==> config.mk <==
export PLATFORM = sky130hd
export DESIGN_NAME = gqi_root_cell
export DESIGN_NICKNAME = d
export VERILOG_FILES = /design/src/design/gqi_pkg.sv /design/src/design/gqi_root_cell.sv
export SDC_FILE = /design/constraint.sdc
export NUM_CORES = 1
export LEC_CHECK = 0
export ABC_CLOCK_PERIOD_IN_PS = 800
export BUFFER_PORTS_ARGS = -buffer_cell sky130_fd_sc_hd__buf_2
export CORE_AREA = 5 5 224 226
export CTS_BUF_LIST = sky130_fd_sc_hd__clkbuf_8
export DETAILED_ROUTE_END_ITERATION = 16
export DIE_AREA = 0 0 229 231
export GPL_ROUTABILITY_DRIVEN = 0
export GPL_TIMING_DRIVEN = 0
export PLACE_DENSITY = 0.52
export REMOVE_ABC_BUFFERS = 1
export SLEW_MARGIN = 40
export SYNTH_ARGS = -nofsm -noshare
export SYNTH_HDL_FRONTEND = slang
export SYNTH_SLANG_ARGS = --single-unit
==> constraint.sdc <==
create_clock -name clk -period 0.8 [get_ports clk]
set_input_delay 0.16 -clock clk [delete_from_list [all_inputs] [get_ports clk]]
set_output_delay 0.16 -clock clk [all_outputs]
set_load 0.05 [all_outputs]
==> src/design/gqi_pkg.sv <==
// Package: shared types and constants for the quaternion integrator.
package gqi_pkg;

	localparam int QUAT_W   = 32;
	localparam int RATE_W   = 32;
	localparam int QFRAC    = 29;
	localparam int RFRAC    = 23;
	localparam int SQ_W     = 64;
	localparam int ROOT_W   = 32;
	localparam int NUM_W    = 61;
	localparam int MAG_W    = 31;
	localparam logic [SQ_W-1:0] NORM_SQ_MIN = 64'd288230;

	typedef struct packed {
		logic signed [QUAT_W-1:0] quat_w;
		logic signed [QUAT_W-1:0] quat_x;
		logic signed [QUAT_W-1:0] quat_y;
		logic signed [QUAT_W-1:0] quat_z;
		logic signed [RATE_W-1:0] bias_x;
		logic signed [RATE_W-1:0] bias_y;
		logic signed [RATE_W-1:0] rate_x;
		logic signed [RATE_W-1:0] rate_y;
		logic signed [RATE_W-1:0] rate_z;
		logic [31:0]              step_time;
	} gqi_req_t;

	typedef struct packed {
		logic signed [QUAT_W-1:0] new_w;
		logic signed [QUAT_W-1:0] new_x;
		logic signed [QUAT_W-1:0] new_y;
		logic signed [QUAT_W-1:0] new_z;
		logic signed [RATE_W-1:0] held_bias_x;
		logic signed [RATE_W-1:0] held_bias_y;
		logic                     status;
	} gqi_res_t;

	// Item travelling through the root cells
	typedef struct packed {
		logic                   vld;
		logic                   err;
		logic [3:0]             sgn;
		logic [3:0][MAG_W-1:0]  mag;
		logic [SQ_W-1:0]        rem;
		logic [ROOT_W-1:0]      root;
		logic [RATE_W-1:0]      bx;
		logic [RATE_W-1:0]      by;
	} gqi_sq_t;

	typedef struct packed {
		logic                    vld;
		logic                    err;
		logic [3:0]              sgn;
		logic [3:0][NUM_W+1:0]   rem;
		logic [3:0][NUM_W-1:0]   quo;
		logic [ROOT_W:0]         den;
		logic [RATE_W-1:0]       bx;
		logic [RATE_W-1:0]       by;
	} gqi_dv_t;

endpackage

==> src/design/gqi_root_cell.sv <==
// Root cell: one bit of the rounded square root of the sum of squares.
module gqi_root_cell #(
	parameter int BIT = 0
) (
	input  logic             clk,
	input  logic             arst_n,
	input  gqi_pkg::gqi_sq_t din,
	output gqi_pkg::gqi_sq_t dout
);
	import gqi_pkg::*;

	logic [SQ_W-1:0] s;
	logic [SQ_W-1:0] x;
	logic [SQ_W-1:0] trial;
	logic [ROOT_W-1:0] r;
	gqi_sq_t nx;
	gqi_sq_t data_q;
	logic vld_q;

	always_comb begin
		nx = din;
		s = '0;
		for (int i = 0; i < 4; i++) s = s + SQ_W'(din.mag[i]) * SQ_W'(din.mag[i]);
		x = (BIT == ROOT_W - 1) ? s : din.rem;
		r = (BIT == ROOT_W - 1) ? '0 : din.root;
		trial = (SQ_W'(r) << (BIT + 1)) + (SQ_W'(1) << (2 * BIT));
		if (x >= trial) begin
			nx.rem  = x - trial;
			nx.root = r | (ROOT_W'(1) << BIT);
		end else begin
			nx.rem  = x;
			nx.root = r;
		end
		if (BIT == 0 && nx.rem > SQ_W'(nx.root)) nx.root = nx.root + 1'b1;
	end

	always_ff @(posedge clk or negedge arst_n) begin
		if (!arst_n) vld_q <= 1'b0;
		else vld_q <= din.vld;
	end

	always_ff @(posedge clk) begin
		data_q <= nx;
	end

	always_comb begin
		dout     = data_q;
		dout.vld = vld_q;
	end

endmodule

# [Word-level counts from Yosys, hierarchy flattened]
# Cells that the tools add are included.
[totals] wordCells=18 output_inout_bits=290 in_bits=292 register_bits=290
[classes] add_sub_neg=3 n_lt_le_gt_ge=2 mux=2
[op_table] cell="96-bit 2-to-1 mux" count=1
[op_table] cell="64-bit by 34-bit greater-or-equal comparator with 1-bit output" count=1
[op_table] cell="64-bit by 32-bit > comparator with 1-bit output" count=1
[op_table] cell="64-bit by 34-bit subtractor with 64-bit output" count=1
[op_table] cell="33-bit by 1-bit adder with 34-bit output, second input constant" count=1
[op_table] cell="32-bit by 1-bit adder with 32-bit output, second input constant" count=1
[op_table] cell="32-bit 2-to-1 mux" count=1

# [Logic depth before layout (Yosys ltp)]
[depth] ltp_word=5 depth_mapped=27 depth_no_buf=24

# [Least setup slack after synthesis]
# No wires, ideal clock.
[synth_path] path_type="input to register" start="input din[136] (netlist bit)" end="register data_q (netlist bit dout[65])" setup_time_ns=0.123 stages=23 arrival_time_ns=5.430 n_path_buf=5 required_time_ns=0.677 setup_slack_ns=-4.753 cell_sequence="clkbuf_1 -> nor4_4 -> nand3_4 -> or4_4 -> a2111o_2 -> a221oi_4 -> buf_2 -> clkbuf_1 -> o21ai_0 -> ha_1 -> and4_1 -> nand4_1 -> nor4_1 -> nand2_1 -> nor4_1 -> a31oi_1 -> nor4_1 -> nand4bb_1 -> a2111oi_2 -> and4_1 -> buf_4 -> buf_6 -> mux2_1"
[synth_lines] element="start, declared" line_no="gqi_root_cell.sv:7" source="input gqi_pkg::gqi_sq_t din,"
[synth_lines] element="end signal, assigned" line_no="gqi_root_cell.sv:43" source="data_q <= nx;"
[synth_lines] element="end, declared" line_no="gqi_root_cell.sv:17" source="gqi_sq_t data_q;"

==> metrics.md <==
| Metric | Value |
|---|---|
| Arrival @ worst endpoint | 5.46 ns |
| Buf/Inv on CP | 7 |
| Most common library cells after synthesis | dfxtp_1, nand2_1, o21ai_0 |
| Crit path capture type | flip-flop |
| Drt pass-1 iters | 5 |
| Outcome | finished with violations |
| Post-Syn Area | 10700 um2 |
| Pwr per Cell Area | 2020 nW/um2 |
| H-tree depth | 2 |
| Critical hold path startpoint | din[148] |
| Internal power | 0.0325 W |
| Crit path time final | 4.94 ns |
| Min-delay worst type | in2reg |
| Largest net degree at the start of global routing | 18 |
| CTS Root Cell | clkbuf_8 |
| Comb pwr share | 30.5% |
| Final setup viols | 386 |
| Final WL | 67300 um |
| Starting DRT DRC Count | 633 |
| Die ar. | 52900 um2 |
| Initial antenna violation count | 35 |
| Sequential area share after synthesis | 54.4% |
| Max rail drop VDD | 1.10 mV |
| Fraction of layout cells with a size suffix above 1 | 63.5% |
| Asr flop ratio synth | 0.345% |
| CP Class | in2reg |
| CP required | 1.32 ns |
| Relative slew slack | 51.8% |
| Hold slack | -0.270 ns |
| # IOs | 582 |
| Slowest-stage cell, CP | or4_4 |
| Post-Syn Area per Cell | 10.3 um2 |
| Vias per std cell | 4.58 |
| Initial Utilization | 22.2% |
| Gr usage total | 23.2% |
| Worst setup startpoint | din[147] |
| Post-route DRC | 0 |
| Most used cell along the critical path | buf_12 |
| Worst Path Max Fanout | 6 |
| Clock power share | 35.4% |
| Final hold vios | 50 |
| Post-route cell area | 24100 um2 |
| Antenna viol nets, final | 0 |
| Psw | 0.0160 W |
| Crit start category | input port |
| Placed cell area | 14300 um2 |
| FMAX | 0.202 GHz |
| Yosys cell types | 71 |
| Clock-pin slew on the worst setup and hold paths | 0.06 ns |
| WP depth | 26 |
| Count leader, synth | dfxtp_1 |
| Violated checks | hold timing, setup timing |
| Cell family with most CP delay | compound AO/OA/AOI/OAI gates |
| Post-layout nets | 2374 |
| Static leakage | 10.3 nW |
| Total grt overflow | 0 |
| Yosys warning count | 0 |
| Slew Limit Fails | 0 |
| Dpl hpwl | 49300 um |
| Top cell type's share of synthesized area | 54.2% |
| Vias | 12326 |
| First-pass GRT wire length | 90800 um |
| Worst slew pin tran | 0.723 ns |
| Die X | 229 um |
| DR WL/cell | 25.0 um |
| Fin crit share | 617% |
| Slowest cell delay on critical path | 0.52 ns |
| Cell taking the most area after synthesis | dfxtp_1 |
| Maximum root-to-sink buffer count | 3 |
| MaxCap Viol Count | 0 |
| Vias in the first global route | 13013 |
| EDFF count, synth | 0 |
| CTS tree | built |
| Dominant synthesized flop cell | dfxtp_1 |
| Sequential Power Share | 34.1% |
| Setup WS post-layout | -4.14 ns |
| Port buffer count | 581 |
| Layout area overhead | 126% |
| Area contributors post-synth | dfxtp_1, ha_1, xnor2_1 |
| Cell count after synthesis | 1034 |
| RSZ-0062 raised after global routing | true |
| Yosys reg bits | 290 |
| Hold Path Depth | 2 |
| Core Rows | 81 |
| Switch share | 33.0% |
| Place WS | -6.75 ns |
| Die H | 231 um |
| Clock sinks | 290 |
| Core footprint | 48100 um2 |
| Number of buffers created by CTS | 54 |
==> flip-flops by register name, indices dropped and copies added, names as in the netlist <==
name and flops:
vld_q 1, dout 289
==> worst paths after layout <==
path	end	slack, ns
max	dout[65]$_DFF_P_	-4.14
min	dout[148]$_DFF_P_	-0.27
max in group asynchronous	vld_q$_DFF_PN0_	0.30
min in group asynchronous	vld_q$_DFF_PN0_	0.38
==> kinds of logic (layout without fill, tap and decap cells) <==
group	count (synthesis)	after routing	share of synthesized area [%]
AND/OR/NAND/NOR	323	323	16.0
flip-flops	290	290	54.4
AO/OA/AOI/OAI	189	189	11.1
XOR/XNOR	91	91	7.47
buffers and inverters	72	1095	2.86
adder cells (fa/ha/maj)	67	67	7.92
multiplexers	2	2	0.199
other	0	14	0
==> power by group through the flow <==
stage | logic (W) | clock network (W) | registers, W
after CTS | 0.0123 | 0.0175 | 0.0159
after global placement | 0.00971 | 0 | 0.0161
after global routing | 0.0155 | 0.0183 | 0.0166
after detailed placement | 0.00979 | 0 | 0.0161
after floorplan | 0.00247 | 0 | 0.0200
final | 0.0148 | 0.0172 | 0.0165
==> timing repair <==
action / 4_1_cts / 5_1_grt
endpoints found under the hold margin: 289 / 57
resized for setup: 357 / 1471
cloned: 4 / 0
buffers inserted: 90 / 23
hold buffers: 250 / 1
pin swaps: 85 / 23
setup endpoints to repair: 386 / 386
==> final cells by class <==
class / instances / area (um2)
inverters: 44 / 198
clock buffers: 68 / 936
repair buffers: 953 / 9560
well taps: 622 / 778
clock inverters: 30 / 343
multi-input cells: 672 / 6020
fillers: 4152 / 24100
diodes: 14 / 35.0
flip-flops and latches: 290 / 6200
==> metrics by stage <==
step	hold WS (ns)	setup TNS [ns]	util [%]	cells	total power, W
floorplan	-0.136	-335.44	-	1006	0.0225
global placement	-0.0656	-504.87	29.5	2209	0.0259
detailed placement	-0.0635	-382.08	29.7	2217	0.0259
CTS	-0.319	-389.67	42.3	2659	0.0457
global route	-0.315	-381.00	50.0	2687	0.0504
finish	-0.270	-356.72	50.0	2693	0.0485
==> cells in the final DEF, fill, tap and decap left out, drive strengths merged, types with 54 or more instances in the layout <==
cell and count:
dlygate4sd3 251, nand2 102, nor2 54, buf 702, o21ai 68, inv 54, xnor2 60, dfxtp 289
ha 66, clkbuf 68
==> per-layer routing <==
layer	global-route usage [%]	vias up	routed length (um)
met5	0	-	182
met4	11.6	30	3840
met3	9.24	209	5460
met2	39.2	569	32700
met1	25.5	5874	25200
li1	-	5644	-
Power figures use the tool's default switching activity.
