[src/design/gqi_pkg.sv]
// Package: shared types and constants for the quaternion integrator.
package gqi_pkg;

	localparam int QUAT_W   = 32;
	localparam int RATE_W   = 32;
	localparam int QFRAC    = 29;
	localparam int RFRAC    = 23;
	localparam int SQ_W     = 64;
	localparam int ROOT_W   = 32;
	localparam int NUM_W    = 61;
	localparam int MAG_W    = 31;
	localparam logic [SQ_W-1:0] NORM_SQ_MIN = 64'd288230;

	typedef struct packed {
		logic signed [QUAT_W-1:0] quat_w;
		logic signed [QUAT_W-1:0] quat_x;
		logic signed [QUAT_W-1:0] quat_y;
		logic signed [QUAT_W-1:0] quat_z;
		logic signed [RATE_W-1:0] bias_x;
		logic signed [RATE_W-1:0] bias_y;
		logic signed [RATE_W-1:0] rate_x;
		logic signed [RATE_W-1:0] rate_y;
		logic signed [RATE_W-1:0] rate_z;
		logic [31:0]              step_time;
	} gqi_req_t;

	typedef struct packed {
		logic signed [QUAT_W-1:0] new_w;
		logic signed [QUAT_W-1:0] new_x;
		logic signed [QUAT_W-1:0] new_y;
		logic signed [QUAT_W-1:0] new_z;
		logic signed [RATE_W-1:0] held_bias_x;
		logic signed [RATE_W-1:0] held_bias_y;
		logic                     status;
	} gqi_res_t;

	// Item travelling through the root cells
	typedef struct packed {
		logic                   vld;
		logic                   err;
		logic [3:0]             sgn;
		logic [3:0][MAG_W-1:0]  mag;
		logic [SQ_W-1:0]        rem;
		logic [ROOT_W-1:0]      root;
		logic [RATE_W-1:0]      bx;
		logic [RATE_W-1:0]      by;
	} gqi_sq_t;

	typedef struct packed {
		logic                    vld;
		logic                    err;
		logic [3:0]              sgn;
		logic [3:0][NUM_W+1:0]   rem;
		logic [3:0][NUM_W-1:0]   quo;
		logic [ROOT_W:0]         den;
		logic [RATE_W-1:0]       bx;
		logic [RATE_W-1:0]       by;
	} gqi_dv_t;

endpackage

[src/design/gqi_div_cell.sv]
// Divider cell: one restoring quotient bit for all four components.
module gqi_div_cell #(
	parameter int BIT = 0
) (
	input  logic             clk,
	input  logic             arst_n,
	input  gqi_pkg::gqi_dv_t din,
	output gqi_pkg::gqi_dv_t dout
);
	import gqi_pkg::*;

	gqi_dv_t nx;
	logic [NUM_W+1:0] sh;
	gqi_dv_t data_q;
	logic vld_q;

	always_comb begin
		nx = din;
		for (int i = 0; i < 4; i++) begin
			sh = (NUM_W+2)'(din.den) << BIT;
			if (din.rem[i] >= sh) begin
				nx.rem[i] = din.rem[i] - sh;
				nx.quo[i] = din.quo[i] | (NUM_W'(1) << BIT);
			end
		end
	end

	always_ff @(posedge clk or negedge arst_n) begin
		if (!arst_n) vld_q <= 1'b0;
		else vld_q <= din.vld;
	end

	always_ff @(posedge clk) begin
		data_q <= nx;
	end

	always_comb begin
		dout     = data_q;
		dout.vld = vld_q;
	end

endmodule

[config.mk]
export PLATFORM = sky130hd
export DESIGN_NAME = gqi_div_cell
export DESIGN_NICKNAME = d
export VERILOG_FILES = /design/src/design/gqi_pkg.sv /design/src/design/gqi_div_cell.sv
export SDC_FILE = /design/constraint.sdc
export NUM_CORES = 1
export LEC_CHECK = 0
export ABC_AREA = 1
export BUFFER_PORTS_ARGS = -buffer_cell sky130_fd_sc_hd__buf_2
export CAP_MARGIN = 20
export CORE_AREA = 2 2 467 469
export DETAILED_ROUTE_END_ITERATION = 8
export DIE_AREA = 0 0 469 471
export GPL_TIMING_DRIVEN = 0
export PLACE_DENSITY = 0.42
export SLEW_MARGIN = 20
export SYNTH_ARGS = -nofsm -noshare
export SYNTH_HDL_FRONTEND = slang
export SYNTH_SLANG_ARGS = --single-unit
[constraint.sdc]
create_clock -name clk -period 0.9 [get_ports clk]
set_clock_uncertainty 0.2 [all_clocks]
set_input_delay 0 -clock clk [delete_from_list [all_inputs] [get_ports clk]]
set_output_delay 0 -clock clk [all_outputs]
set_load 0.02 [all_outputs]
## After elaboration in Yosys (flattened, before gate mapping)

Index checks and enable logic that the tools add are counted.

- Register bits: 599
- Input bits: 601
- Output and inout port bits: 599
- Logic and storage cells: 30

- Add/subtract/negate cells: 4
- $lt $le $gt $ge: 4
- Muxes and demuxes: 4

Operator list:

| cell | number |
|---|---|
| $ge A63 B33 Y1 | 4 |
| $mux W63 | 4 |
| $sub A63 B33 Y63 | 4 |

## Logic depth before layout (Yosys ltp)

Gate-level depths: netlist of the first run.

- Depth in word-level cells: 2
- Mapped depth: 19
- Gate-level depth less buffers: 17

## Worst setup path after synthesis of the first run

Ideal clock, no wire load.

- Path kind: in2reg
- From: input din[65] (netlist name)
- To: register data_q, in the netlist dout[219]
- Library setup time: 123 ps
- Arrival time: 1709 ps
- Required time: 577 ps
- Path slack: -1132 ps
- Stages: 15
- Path buffers: 0
- Cells stage by stage: inv_1 ha_1 nand2_1 nor2_1 nor2_1 inv_2 nand2_1 nand2_2 nand2_2 nand2_4 nand2_4 nand2_4 nand2_1 nand2_4 or2_2

- Word-level cells in the longest chain between the ends: 1

RTL lines:

| what | RTL line | source |
|---|---|---|
| start, declared | gqi_div_cell.sv:7 | `input gqi_pkg::gqi_dv_t din,` |
| $ge A63 B33 Y1 | gqi_div_cell.sv:21 | `if (din.rem[i] >= sh) begin` |
| end signal, assigned | gqi_div_cell.sv:34 | `data_q <= nx;` |
| end, declared | gqi_div_cell.sv:14 | `gqi_dv_t data_q;` |

No other way between the ends.
A chain may end at the register's enable or synchronous reset.

==> results of run 1 <==
==> state kept, by name, indices dropped and copies added (netlist names) <==
name / cells
dout: 598
vld_q: 1
==> cell families (layout without fill, tap and decap cells) <==
kind of cell	Yosys count	count (layout)
compound gates	303	303
xor+xnor	100	100
fa+ha+maj	140	140
buf+inv	836	3064
flops	599	599
other cells	0	32
simple gates	2735	2735
==> where the power goes <==
part | internal (W) | switching, W | total [W]
clock network | 0.0203 | 0.0150 | 0.0353
logic | 0.0106 | 0.0180 | 0.0286
registers | 0.0290 | 0.00114 | 0.0301
total | 0.0599 | 0.0341 | 0.0940
==> synth_stat cells (2+ instances only) <==
cell	number
nor3_1	58
o21a_1	3
inv_2	11
a21oi_1	145
buf_2	10
nor3b_1	2
ha_1	136
o21ai_0	46
nand3_1	252
buf_4	8
dfxtp_1	598
nand2_4	6
fa_1	4
nor4_1	10
o21bai_1	13
inv_1	783
o21ai_1	2
nand3b_1	18
and2_1	8
nand4_1	33
nand2_1	1799
nand2_2	16
a21oi_2	71
o21ai_2	22
buf_6	22
nor2_1	491
or2_2	20
xor2_1	60
inv_6	2
xnor2_1	40
nor2_2	17
==> worst max-delay path by stage <==
stage                        from        end  slack, ns  cells after the start
after floorplan           din[65]  dout[369]      -1.07                     16
after global placement    din[96]  dout[565]      -2.82                     14
after detailed placement  din[70]  dout[505]      -2.65                     14
after CTS                 din[76]  dout[420]      -0.82                     18
after global routing      din[85]  dout[434]      -0.89                     14
final                     din[78]  dout[581]      -0.91                     17
==> per-stage QoR <==
stage | hold slack (ns) | cell area [um^2] | util, % | setup WS [ns] | setup TNS [ns]
after CTS | -0.928 | 55200 | 25.5 | -0.818 | -575.86
after global placement | -0.426 | 40700 | 18.9 | -2.82 | -646.28
after detailed placement | -0.424 | 40800 | 18.9 | -2.65 | -619.41
final | -0.836 | 58500 | 27.1 | -0.907 | -535.86
after global routing | -0.898 | 58400 | 27.0 | -0.885 | -580.19
after floorplan | -0.496 | 31200 | - | -1.07 | -259.37
==> final cells by class <==
class                           count  share of cell area (%)
Multi-Input combinational cell   3278                    34.5
Buffer                             38                    1.13
Antenna cell                       32                   0.137
Inverter                          796                    5.44
Sequential cell                   599                    20.7
Timing Repair inverter              2                  0.0385
Clock inverter                     43                    1.10
Timing Repair Buffer             2084                    27.1
Clock buffer                      101                    3.78
Tap cell                         2854                    6.11
==> repair_timing <==
item	4_1_cts	5_1_grt
setup buffers	155	72
gates cloned	5	16
pin swaps	96	169
hold endpoints to repair	600	289
setup endpoints to repair	855	866
resized for setup	740	584
==> routing by layer <==
metal / GRT usage, % / part of all wire [%] / routed length, um / vias to the layer above
met1: 23.9 / 37 / 96900 / 18400
met3: 4.25 / 5.3 / 13800 / 494
met2: 39.7 / 49 / 128000 / 1390
li1: - / - / - / 18700
met5: 0.0439 / 0.060 / 157 / -
met4: 15.0 / 8.3 / 21700 / 30
==> impl_metrics.toml, run 1 <==
[clocking]
ctsRootBufferMaster = "clkbuf_16"
h-tree-depth = 3
clk_pin_slew_ns = 0.06
clockBufferDepth = 3
cts.sinks = 599
cts-buffers-inserted = 79
hold_buffers = 641
cts_tree = "done"

[critical_path]
crit_chain = "buf_6 -> clkinvlp_4 -> buf_12 -> ha_4 -> nand2_4 -> nor2_4 -> and2_4 -> nand2_2 -> nand2_2 -> nand2_2 -> nand2_2 -> nand2_4 -> nand2_8 -> clkinv_8 -> buf_12 -> buf_12 -> a21oi_4"
crit_buf_inv = 6
critical_path.most_common_cell = "nand2_2"
crit_fanout = 7
cpLargestDelayFamily = "simple AND/OR/NAND/NOR gates"
critPathMaxStageDelay_ns = 0.32
timing.critical_path.arrival_ns = 2.26
path_class = "input port to flip-flop"
worstPathRequired_ns = 1.35
critPathLaunchType = "input port"
critPathSlowestCell = "ha_4"
crit_path_end_kind = "flip-flop"

[timing]
setup_slack_ns = -0.907
final-setup-viol-count = 874
rsz0062_at_grt = "yes"
hold_viol_final = 288
slew_headroom_pct = 56.1
finalCritPeriodShare_pct = 201
tightest_slew_ns = 0.653
layout_min_cycle_time_ns = 1.81
fmax_mhz = 553
hold_ws_ns = -0.836
finalMaxSlewViolations = 0

[synthesis]
synth-xor-area-share_pct = 2.83
synth_warnings = 0
synth_compound_area_share_pct = 6.18
synth-adder-area-share_pct = 5.75
yosysTopAreaCellShare_pct = 38.6
synth-edff-count = 0
syn-num-nets = 5454
syn-cell-area_um2 = 31000
yosys_most_used_dff = "dfxtp_1"
synthSimpleGateAreaFrac_pct = 35.7
yosysSeqAreaShare_pct = 38.7
synth.distinct_cells = 38
syn_area_per_cell_um2 = 6.58
synth.area.top_cells = "dfxtp_1 (39%), nand2_1 (22%), inv_1 (9.5%)"
muxShareOfSynthArea_pct = 0
synth-seq-cells = 599
synth_top_area_cell = "dfxtp_1"
synthCells = 4713
ys_async_sr_fraction_pct = 0.167
synth_top_family_by_area = "simple AND/OR/NAND/NOR gates"

[final_layout]
fillers = 23800
final_common_cell = "nand2_1"
instances_no_fill = 9827
drive_gt1_share_pct = 37.1
final_cell_mix = "nand2_1 (1,497), buf_2 (1,115), inv_1 (726)"
synthToLayoutAreaGrowth_pct = 88.7
regArea_um2 = 12100
final_net_count = 7619
multi_input_area_um2 = 20200

[routing]
wire_per_inst_um = 26.5
wl_mm = 260
drt_iter0_markers = 2331
final_antenna_net_count = 0
firstDrtPassIters = 7
drc = 0
vias = 39000
avgViaCountPerCell = 3.97

[floorplanning]
initial_core_util_pct = 14.3
rows = 171
io_pins = 1200
die-area_um2 = 221000
die_x_um = 469
core_area_um2 = 216000
die_y_um = 471

[hold_path]
whs_path_depth = 1
hold_end = "dout[83]"
min-delay-start = "din[83]"
hold_path.class = "input port to flip-flop"

[pwr]
power.total_w = 0.0940
p_leak_nw = 27.7
powerDensity_nw_per_um2 = 1610
vdd_drop_max_uv = 1250

[placement]
routabilityCongestion = 0.965
post-dp-hpwl_mm = 218
dp.cells = 8767
port_buffers = 1199

[global_route]
grt_max_degree = 14
antenna_found_initial = 78
overflow = 0
grt_usage_pct = 22.4
grt_pass1_wl_mm = 332
grt_pass1_vias = 38200

[job]
cap_viol_max_count = 0

[run_status]
failed_checks = "negative hold slack, negative setup slack"
status = "finished, violations left"
Power figures use the tool's default switching activity.
==> run 2: changes to the inputs <==
--- a/config.mk
+++ b/config.mk
@@ -9,6 +9,7 @@
 export BUFFER_PORTS_ARGS = -buffer_cell sky130_fd_sc_hd__buf_2
 export CAP_MARGIN = 20
 export CORE_AREA = 2 2 467 469
+export CTS_BUF_LIST = sky130_fd_sc_hd__clkbuf_16
 export DETAILED_ROUTE_END_ITERATION = 8
 export DIE_AREA = 0 0 469 471
 export GPL_TIMING_DRIVEN = 0
==> run 2 against run 1 <==
The flow still finishes with violations (negative hold slack, negative setup slack). Critical endpoint unchanged. Worst hold slack improved by 0.00072 ns. First-iteration DRC count fell by 4.2%. Utilization fell by 0.20 points. Largest power group unchanged. Highest routed layer unchanged.
==> impl_metrics.toml, run 2 (synthesis gave the netlist of run 1 again) <==
[routing]
drc = 0
firstDrtPassIters = 6
drt_iter0_markers = 2232
final_antenna_net_count = 0
wl_mm = 260
wire_per_inst_um = 26.4
vias = 39100
avgViaCountPerCell = 3.99

[final_layout]
final_net_count = 7615
fillers = 23800
fin_util_pct = 26.9
multi_input_area_um2 = 20100
drive_gt1_share_pct = 36.4
regArea_um2 = 12100
largest_reg_flops = 598
design_area_um2 = 58100
synthToLayoutAreaGrowth_pct = 87.3
final_cell_mix = "nand2_1 (1,522), buf_2 (1,116), inv_1 (731)"
final_common_cell = "nand2_1"

[critical_path]
crit_start = "din[78]"
crit_path_end_kind = "flip-flop"
timing.critical_path.arrival_ns = 2.23
critPathSlowestCell = "ha_4"
worstPathRequired_ns = 1.35
crit_fanout = 7
critPathLaunchType = "input port"
crit_chain = "buf_8 -> clkinvlp_4 -> buf_12 -> ha_4 -> nand2_4 -> nor2_4 -> and2_4 -> nand2_1 -> nand2_2 -> nand2_2 -> nand2_2 -> nand2_4 -> nand2_4 -> inv_8 -> buf_12 -> buf_12 -> a21oi_4"
path_class = "input port to flip-flop"
critPathMaxStageDelay_ns = 0.32

[clocking]
h-tree-depth = 3
clockBufferDepth = 3
cts.sinks = 599
clk_pin_slew_ns = 0.06
cts-buffers-inserted = 79
cts_tree = "done"
ctsRootBufferMaster = "clkbuf_16"

[job]
cap_viol_max_count = 0

[timing]
slew_headroom_pct = 58.7
hold_viol_final = 287
tightest_slew_ns = 0.615
finalCritPeriodShare_pct = 197
final-setup-viol-count = 875
layout_min_cycle_time_ns = 1.78
hold_ws_ns = -0.835
rsz0062_at_grt = "yes"
setup_slack_ns = -0.876
fmax_mhz = 563
finalMaxSlewViolations = 0

[floorplanning]
die-area_um2 = 221000
core_area_um2 = 216000
io_pins = 1200
die_y_um = 471
initial_core_util_pct = 14.3
rows = 171
die_x_um = 469

[global_route]
grt_max_degree = 14
grt_use_met1_pct = 24.1
met2_usage_pct = 39.7
grt_pass1_wl_mm = 332
grt_usage_pct = 22.4
antenna_found_initial = 74
top_usage_layer = "met2"
grt_pass1_vias = 38200
overflow = 0
gr-usage-met3_pct = 4.15

[placement]
dp_slack_ns = -2.65
port_buffers = 1199
routabilityCongestion = 0.965
dpl_cell_area_um2 = 40800
post-dp-hpwl_mm = 218

[run_status]
status = "finished, violations left"
failed_checks = "negative hold slack, negative setup slack"

[pwr]
powerDensity_nw_per_um2 = 1600
power.total_w = 0.0928
vdd_drop_max_uv = 1250
p_leak_nw = 27.5

[hold_path]
min-delay-start = "din[76]"
hold_path.class = "input port to flip-flop"
run 2: cell types whose count changed in the layout (fill, tap and decap cells not counted), sizes merged:
| cell | delta |
|---|---|
| diode | -5 |
| clkinv | +10 |
| clkbuf | -26 |
| buf | -3 |
| dlygate4sd3 | +4 |
| inv | +10 |
| bufbuf | +1 |
run 2: cell type report:
class / instances / area share, %
sequential: 599 / 20.8
timing repair buffer: 2081 / 27.1
tap: 2854 / 6.15
timing repair inverter: 1 / 0.0194
buffer: 38 / 1.09
antenna: 27 / 0.116
clock buffer: 80 / 3.45
multi-input combinational: 3278 / 34.6
clock inverter: 64 / 1.25
inverter: 796 / 5.46
run 2: path summary, 6_finish.rpt:
kind                              to  slack, ns  depth (start not counted)
max in group asynchronous      vld_q      -0.04                          4
worst min-delay path        dout[76]      -0.84                          1
worst max-delay path       dout[581]      -0.88                         17
min in group asynchronous      vld_q       0.43                          4
run 2: power breakdown:
group | switching [W] | internal (W)
Clock | 0.0149 | 0.0191
Sequential | 0.00114 | 0.0290
Combinational | 0.0180 | 0.0106
Total | 0.0341 | 0.0587
run 2: per-layer routing:
metal / wire, um / up-vias
li1: - / 18700
met5: 177 / -
met2: 129000 / 1431
met4: 20000 / 26
met1: 97000 / 18500
met3: 13700 / 453
run 2: what timing repair did:
action                                  4_1_cts  5_1_grt
buffers inserted                            152       72
endpoints found under the setup margin      855      866
pin swaps                                    95      169
cloned                                        5       11
hold endpoints to repair                    600      289
hold buffers                                641        4
resized for setup                           728      546
run 2: worst max-delay path: cells and delay by family:
family	cells	cell delay, ns
simple gates	9	0.91
buf+inv	6	0.78
fa+ha+maj	1	0.32
compound gates	1	0.18
run 2: metrics by stage:
stage	std cells	TNS [ns]
final	9818	-533.39
after global routing	9804	-580.87
after CTS	9708	-575.56
after detailed placement	8767	-619.41
after global placement	8766	-646.28
after floorplan	4713	-259.37
